--- src/rtl/hbwc_ram.sv ---
`default_nettype none

module hbwc_ram #(
   parameter int WIDTH = 8,
   parameter int DEPTH = 16
) (
   input  logic                     clock,
   input  logic                     wr_en,
   input  logic [$clog2(DEPTH)-1:0] wr_addr,
   input  logic [WIDTH-1:0]         wr_data,
   input  logic [$clog2(DEPTH)-1:0] rd_addr_a,
   output logic [WIDTH-1:0]         rd_data_a,
   input  logic [$clog2(DEPTH)-1:0] rd_addr_b,
   output logic [WIDTH-1:0]         rd_data_b
);

   logic [WIDTH-1:0] mem_ff [DEPTH];
   logic [WIDTH-1:0] rd_a_ff;
   logic [WIDTH-1:0] rd_b_ff;

   always_ff @(posedge clock) begin
      if (wr_en) begin
         mem_ff[wr_addr] <= wr_data;
      end
      rd_a_ff <= mem_ff[rd_addr_a];
      rd_b_ff <= mem_ff[rd_addr_b];
   end

   assign rd_data_a = rd_a_ff;
   assign rd_data_b = rd_b_ff;

endmodule

`default_nettype wire

--- config.mk ---
export PLATFORM = sky130hd
export DESIGN_NAME = hbwc_ram
export DESIGN_NICKNAME = d
export VERILOG_FILES = /design/src/rtl/hbwc_ram.sv
export SDC_FILE = /design/constraint.sdc
export NUM_CORES = 1
export LEC_CHECK = 0
export BUFFER_PORTS_ARGS = -buffer_cell sky130_fd_sc_hd__buf_4
export CORE_UTILIZATION = 45
export DETAILED_ROUTE_END_ITERATION = 12
export PLACE_DENSITY = 0.73
export SLEW_MARGIN = 0
export SYNTH_ARGS = -nofsm -noshare
export SYNTH_HDL_FRONTEND = slang
export SYNTH_SLANG_ARGS = --single-unit
export TNS_END_PERCENT = 5
--- constraint.sdc ---
create_clock -name clock -period 3.55 [get_ports clock]
set_clock_uncertainty 0.15 [all_clocks]
set_input_delay 0.1775 -clock clock [delete_from_list [all_inputs] [get_ports clock]]
set_output_delay 0.1775 -clock clock [all_outputs]
set_load 0.01 [all_outputs]
### After elaboration in Yosys (flattened, before gate mapping)

Memories as Yosys holds them, arrays and structs flattened. A register that Yosys moved wholly into a read port is not among the register bits.
Cells that the tools add are included.

* output and inout port bits: 16
* bits in writable memories: 128
* register bits: 0
* input bits: 22
* logic and storage cells: 3
* memories kept: 1

Memory list
* mem_ff: words 16, bits a word 8, read ports 2, clocked after Yosys merged registers in 2, write ports 1, RTL line 17 `logic [WIDTH-1:0] mem_ff [DEPTH];`

* muxes and demuxes: 2

Operators with widths (number)
* 2-to-1 mux 1 bit: 2

### Longest topological paths before layout

Gate-level depths: netlist of run 1.

* depth in word-level cells: 2
* gate-level depth with buffers: 5
* mapped depth without buffers: 3

### Worst setup path before layout of run 1

OpenSTA, ideal clock, no wires.

* kind: input -> register
* start: input port wr_addr[2]
* end: memory mem_ff[0][0], enable pin
* cell stages on the path: 2
* path buffers: 0
* data arrival time: 1287 ps
* data required time: 3017 ps
* library setup time: 383 ps
* path slack: 1730 ps
* cells stage by stage: or3b_2 > nor3_1

RTL lines
* from (decl): RTL line 9 `input logic [$clog2(DEPTH)-1:0] wr_addr,`
* to (decl): RTL line 17

Straight into the memory's write port.

### Worst setup path after layout of run 1

* start: input port wr_addr[2]
* end: memory mem_ff[2][2], enable pin

Straight into the memory's write port.

==> impl_metrics.csv, run 1 <==
group,metric,value,unit
finish,final-instance-count-excl-fill,548,
cts,cts-root-buf,"clkbuf_16",
routing,dr_total_vias,3402,
timing,tns,0,ns
routing,dr.first_iter.drc_count,313,
floorplanning,initial_utilization,45.9,%
outcome,run_status,"finished clean",
worst_setup_path,cp.required,3.44,ns
routing,drt_wl_cell,25.6,um
grt,global_route.usage.total,20.6,%
timing,worstMarginPinSlew,1.15,ns
cts,cts.clk_slew.worst_paths,0.06,ns
logic_synthesis,top_post_synthesis_cells_by_area,"edfxtp_1 61%, mux4_2 12%, mux4_1 12%",
floorplanning,placementRows,43,
grt,wire_length_of_the_first_global_routing_pass,20.9,mm
logic_synthesis,syn-mean-instance-area,20.7,sq um
worst_setup_path,critical_path_cell_count,3,
timing,fin_ws,1.87,ns
hold_path,hold_depth,2,
routing,antenna_violating_nets_post_route,0,
logic_synthesis,syn-cell-area,6350,sq um
cts,cts-htree-levels,4,
placement,gp_congestion,0.777,
power,vdd.ir_drop.worst,0.294,mV
cts,clkLatencyLatePin,0.43,ns
finish,syn_to_final_growth,16.3,%
placement,place.port_buffers,37,
timing,slew-limit-headroom,22.8,%
routing,drc,0,
timing,max_freq,595,MHz
power,p_leak,2.51,nW
worst_setup_path,timing.critical_path.slowest_stage_cell,"nor2_1",
logic_synthesis,synth_cell_types,20,
hold_path,worst_hold_startpoint,"wr_addr[0]",
finish,layout_cell_share_with_drive_strength_beyond_1,29.9,%
grt,grt_pass1_vias,3574,
hold_path,hold_end,"mem_ff[0][4]",
grt,remaining_global_route_overflow,0,
timing,hold_viol_final,0,
logic_synthesis,share_of_the_synthesized_area_in_the_top_cell_type,60.6,%
logic_synthesis,synth-seq-cells,144,
worst_setup_path,cp_data_arrival_time,1.57,ns
placement,dpl.cell_count,508,
power,power.density_cell_area,541,nW/um^2
logic_synthesis,yosysTopAreaCell,"edfxtp_1",
worst_setup_path,cp_slowest_stage_delay,0.76,ns
worst_setup_path,crit_path_cell_trace,"buf_4 -> or3b_2 -> nor2_1",
hold_path,hold_path_class,"input pin to flip-flop",
floorplanning,floorplan.io_pins,38,
finish,antennaDiodeCount,0,
timing,timing.final.max_slew_violations,0,
logic_synthesis,synth-seq-area-share,65.6,%
floorplanning,floorplan.core_area,13800,sq um
worst_setup_path,r2r_setup_slack,1.92,ns
timing,worst_hold_slack_across_all_endpoints,0.0237,ns
routing,drt_pre_antenna_iters,5,
floorplanning,die_span_x,121,um
worst_setup_path,crit-reg2reg-launch,"mem_ff[2][7]",
worst_setup_path,critPathTopFamily,"simple AND/OR/NAND/NOR gates",
logic_synthesis,synth.yosys.warnings,0,
job,maximum_capacitance_violations,0,
routing,route.final.wire_length,14.0,mm
timing,grt_setup_unrepaired,"false",
cts,tritoncts,"built",
routing,drt-vias-per-instance,6.21,
logic_synthesis,syn_nets,329,
worst_setup_path,setup.worst_path.start_class,"input pin",
cts,cts-buffers-inserted,17,
worst_setup_path,top_fanout_value_on_the_critical_path,8,
cts,cts_post_setup_buffers_inserted,0,
placement,detailedPlace.worstSlack,1.48,ns
timing,finalCriticalPeriod,1.68,ns
grt,antenna_found_initial,0,
worst_setup_path,worst_r2r_path_depth,3,
worst_setup_path,setup.worst_path.end_class,"flip-flop",
worst_setup_path,crit_buf_inv,1,
cts,clock_sink_count,144,
finish,num-nets-final,377,
power,power_consumption,3.99,mW
grt,grt_start_max_net_pins,33,
worst_setup_path,worst_r2r_endpoint,"rd_data_b[7]",
timing,period_share,47.3,%
placement,hpwl,8.56,mm
logic_synthesis,synthCells,307,
cts,clk_path_buf_depth,2,
floorplanning,die_y,121,um
timing,finalSetupViolCount,0,
floorplanning,fp.dieArea,14600,sq um
worst_setup_path,worstSetupPathType,"input pin to flip-flop",
==> cell usage in the layout (no fill, tap or decap), types with 2 or more instances in the layout <==
cell	count
edfxtp_1	128
buf_4	41
mux4_2	34
a22oi_1	32
mux4_1	28
nand2_1	17
clkbuf_16	17
dfxtp_1	16
nor2_1	14
dlygate4sd3_1	8
clkinvlp_4	5
nor3_1	4
inv_6	4
nor2b_1	2
and2_1	2
and2b_1	2
mux4_4	2
nand3b_1	2
nand2b_1	2
bufinv_16	2
clkinv_4	2
==> kinds of logic (layout without fill, tap and decap cells) <==
| group | count (synthesis) | count (layout) | share of synthesized area [%] |
|---|---|---|---|
| flops | 144 | 144 | 65.6 |
| mux | 64 | 64 | 24.4 |
| simple gates | 47 | 47 | 3.43 |
| compound gates | 32 | 32 | 3.79 |
| buf+inv | 20 | 81 | 2.72 |
==> worst max-delay path by stage <==
| stage | startpoint | to |
|---|---|---|
| after floorplan | wr_addr[2] | mem_ff[0][0] |
| after global placement | rd_addr_b[0] | rd_data_b[7] |
| after detailed placement | wr_addr[2] | mem_ff[2][1] |
| after CTS | wr_addr[2] | mem_ff[2][2] |
| after global routing | wr_addr[2] | mem_ff[0][5] |
| final | wr_addr[2] | mem_ff[2][2] |
==> metal layers <==
| layer | up-vias | wire [um] | track usage, % | share of wire, % |
|---|---|---|---|---|
| li1 | 1436 | - | - | - |
| met4 | 0 | 284 | 7.95 | 2.0 |
| met1 | 1756 | 5470 | 26.8 | 39 |
| met5 | - | 0 | 0 | 0 |
| met3 | 28 | 1220 | 5.57 | 8.7 |
| met2 | 182 | 7030 | 33.2 | 50 |
==> synth_stat cells <==
cell and n:
a22oi_1 32, and2_1 2, and2b_1 2, buf_2 6, buf_4 2, buf_6 6
clkdlybuf4s25_2 6, dfxtp_1 16, edfxtp_1 128, mux4_1 28, mux4_2 34, mux4_4 2
nand2_1 17, nand2b_1 2, nand3_1 1, nand3b_1 2, nor2_1 14, nor2b_1 2
nor3_1 4, or3b_2 1
==> state kept, by name (all words and copies together), names as in the netlist <==
signal / count
rd_data_b: 8
rd_data_a: 8
mem_ff: 128
==> where the power goes <==
part	total [mW]	switching, mW	internal, mW
Combinational	0.299	0.155	0.144
Clock	1.78	0.717	1.06
Sequential	1.92	0.0207	1.90
Total	3.99	0.892	3.10
==> cell type report <==
cell class	count	area (sq um)
sequential	144	4160
multi-input combinational	143	2010
tap	180	225
clock inverter	14	155
clock buffer	18	439
fill	1056	6450
timing repair buffer	49	388
==> worst register-to-register path: stages, from the launching register on <==
cell,delay [ns]
edfxtp_1,0.40
mux4_4,0.60
a22oi_1,0.26
nand2_1,0.10
==> stage by stage <==
step / cell area, sq um / util, %
floorplan: 6350 / -
global placement: 6710 / 48.5
detailed placement: 6710 / 48.5
CTS: 7380 / 53.4
global route: 7380 / 53.4
finish: 7380 / 53.4
==> timing repair <==
action / in CTS / in global routing
resized for setup: 0 / 0
endpoints found under the hold margin: 128 / 0
hold buffers: 8 / 0
No activity file was read; power rests on OpenSTA's default activity.
==> inputs of run 2 (changes only) <==
ABC_AREA = 1   (was default)
PLACE_DENSITY = 0.75   (was 0.73)
clock period = 1.5 ns   (was 3.55 ns; I/O delays follow)
==> run 2 against run 1 <==
Sequential power rose by 140%. Count of clock-buffer cells in the layout rose by 7. Core utilization about the same. Highest routed layer unchanged.
==> impl_metrics.csv, run 2 <==
group,metric,value,unit
logic_synthesis,synth_common_cells,"277 x nand2_1, 225 x nand3_1, 134 x inv_1",
worst_setup_path,top_fanout_value_on_the_critical_path,9,
cts,cts_resized,0,
routing,dr.first_iter.drc_count,930,
floorplanning,die_y,129,um
timing,hold_viol_final,0,
timing,slew-limit-headroom,57.7,%
logic_synthesis,yosysTopAreaCell,"edfxtp_1",
routing,antenna_violating_nets_post_route,0,
logic_synthesis,synthCells,851,
placement,hpwl,12.2,mm
routing,route.final.wire_length,19.8,mm
grt,wire_length_of_the_first_global_routing_pass,31.0,mm
finish,mostFrequentLayoutCells,"277 x nand2_1, 225 x nand3_1, 134 x inv_1, 128 x edfxtp_1, 63 x buf_4",
placement,gp_congestion,0.843,
hold_path,worst_hold_startpoint,"rd_addr_a[1]",
power,switching_share,23.6,%
power,p_int,7.19,mW
logic_synthesis,synthArstFlopShare,0,%
worst_setup_path,setup.worst_path.end_class,"flip-flop",
power,clkPwrFrac,41.2,%
cts,clk_path_buf_depth,2,
worst_setup_path,worstSetupPathType,"input pin to flip-flop",
placement,detailedPlace.worstSlack,0.156,ns
finish,antennaDiodeCount,0,
cts,tritoncts,"built",
logic_synthesis,synth-seq-cells,144,
finish,largest_reg_flops,128,
worst_setup_path,setup.worst_path.start_class,"input pin",
timing,worstMarginPinSlew,0.634,ns
grt,global_route.usage.total,25.3,%
power,vdd.ir_drop.worst,0.871,mV
grt,remaining_global_route_overflow,0,
cts,cts.clk_slew.worst_paths,0.06,ns
routing,drt_wl_cell,17.5,um
logic_synthesis,share_of_the_synthesized_area_in_the_top_cell_type,52.9,%
logic_synthesis,syn_nets,873,
timing,fin_ws,0.220,ns
timing,worst_hold_slack_across_all_endpoints,0.132,ns
cts,clock_sink_count,144,
routing,drt_pre_antenna_iters,8,
power,net-switching-power,2.23,mW
finish,syn_to_final_growth,16.4,%
grt,grt_start_max_net_pins,65,
floorplanning,die_span_x,129,um
floorplanning,placementRows,46,
logic_synthesis,synth_ff_type,"edfxtp_1",
grt,antenna_found_initial,0,
floorplanning,floorplan.io_pins,38,
power,power_consumption,9.42,mW
floorplanning,fp.dieArea,16600,sq um
cts,cts_hold_repair.buffers,12,
cts,clkLatencyLatePin,0.43,ns
timing,finalCriticalPeriod,1.28,ns
timing,grt_setup_unrepaired,"false",
routing,drc,0,
timing,finalSetupViolCount,0,
cts,cts-htree-levels,4,
cts,cts_post_setup_buffers_inserted,0,
finish,register_with_the_most_flip_flops,"mem_ff",
outcome,run_status,"finished clean",
logic_synthesis,synth.yosys.warnings,0,
logic_synthesis,synth-seq-area-share,57.4,%
worst_setup_path,crit-reg2reg-launch,"mem_ff[6][7]",
logic_synthesis,syn-cell-area,7260,sq um
routing,drt-vias-per-instance,5.45,
power,combPwrFrac,10.6,%
finish,layout_commonest_cell,"nand2_1",
job,maximum_capacitance_violations,0,
finish,utilization,53.4,%
finish,layout_cell_share_with_drive_strength_beyond_1,10.7,%
cts,cts-root-buf,"clkbuf_16",
grt,grt_pass1_vias,5876,
logic_synthesis,top_post_synthesis_cells_by_area,"edfxtp_1 53%, nand3_1 16%, nand2_1 14%",
timing,tns,0,ns
hold_path,hold_path_class,"input pin to flip-flop",
power,p_leak,3.83,nW
logic_synthesis,synth-edff-count,128,
placement,place.port_buffers,37,
floorplanning,floorplan.core_area,15800,sq um
timing,timing.final.max_slew_violations,0,
worst_setup_path,cp.required,1.67,ns
cts,cts-buffers-inserted,17,
worst_setup_path,cp_data_arrival_time,1.45,ns
worst_setup_path,crit_path_start,"rd_addr_a[2]",
logic_synthesis,synth_cell_types,13,
power,power.density_cell_area,1120,nW/um^2
finish,num-nets-final,925,
power,sequentialPowerShare,48.2,%
routing,dr_total_vias,6174,
timing,max_freq,782,MHz
timing,period_share,85.3,%
logic_synthesis,synth_most_common_cell,"nand2_1",
logic_synthesis,syn-mean-instance-area,8.53,sq um
floorplanning,initial_utilization,45.9,%
-- run 2: changes by cell type in the layout (fill, tap and decap cells not counted), moves of 6 or more --
cell      before  now
inv_1          0  134
mux4_1        28    0
buf_4         41   63
nand2_1       17  277
buf_12         0    6
nand3_1        1  225
mux4_2        34    0
clkbuf_1       0    6
a22oi_1       32    0
-- run 2: power groups by stage --
stage	registers, mW	logic (mW)	clock network [mW]
global placement	4.62	0.939	0
global route	4.54	1.09	4.06
CTS	4.53	0.988	3.91
detailed placement	4.62	0.955	0
finish	4.54	0.999	3.88
floorplan	4.62	0.565	0
-- run 2: worst paths after layout --
| kind | to | slack [ns] | depth (start not counted) |
|---|---|---|---|
| setup reg to reg | rd_data_a[7] | 0.30 | 6 |
| hold / removal | rd_data_a[1] | 0.13 | 7 |
| hold reg to reg | rd_data_a[4] | 0.54 | 6 |
| setup / recovery | rd_data_a[6] | 0.22 | 7 |
-- run 2: cell families after synthesis --
| logic type | after synthesis | share of synthesized area [%] |
|---|---|---|
| DFF | 144 | 57.4 |
| buffers and inverters | 186 | 11.7 |
| and+or+nand+nor | 521 | 30.9 |
-- run 2: layout make-up --
type	count	area [sq um]
well taps	216	270
fillers	1384	7380
repair buffers	81	713
inverters	138	518
clock inverters	7	61.3
multi-input cells	521	2240
flip-flops and latches	144	4160
clock buffers	25	475
-- run 2: metal layers --
layer	GRT usage [%]	vias up	share of wire, %
met1	32.2	2863	39
met4	13.6	0	4.1
met3	5.00	69	9.8
met2	40.7	400	47
met5	0	-	0
li1	-	2842	-
-- run 2: stage by stage --
| step | std cells | area [sq um] |
|---|---|---|
| final | 1132 | 8450 |
| after global routing | 1132 | 8450 |
| after CTS | 1132 | 8450 |
| after detailed placement | 1088 | 7790 |
| after global placement | 1088 | 7790 |
| after floorplan | 851 | 7260 |
-- run 2: worst max-delay path: stages --
cell	delay [ns]
dlygate4sd3_1	0.54
buf_4	0.19
inv_1	0.09
buf_4	0.19
nand3_1	0.14
nand3_1	0.14
nand2_1	0.07
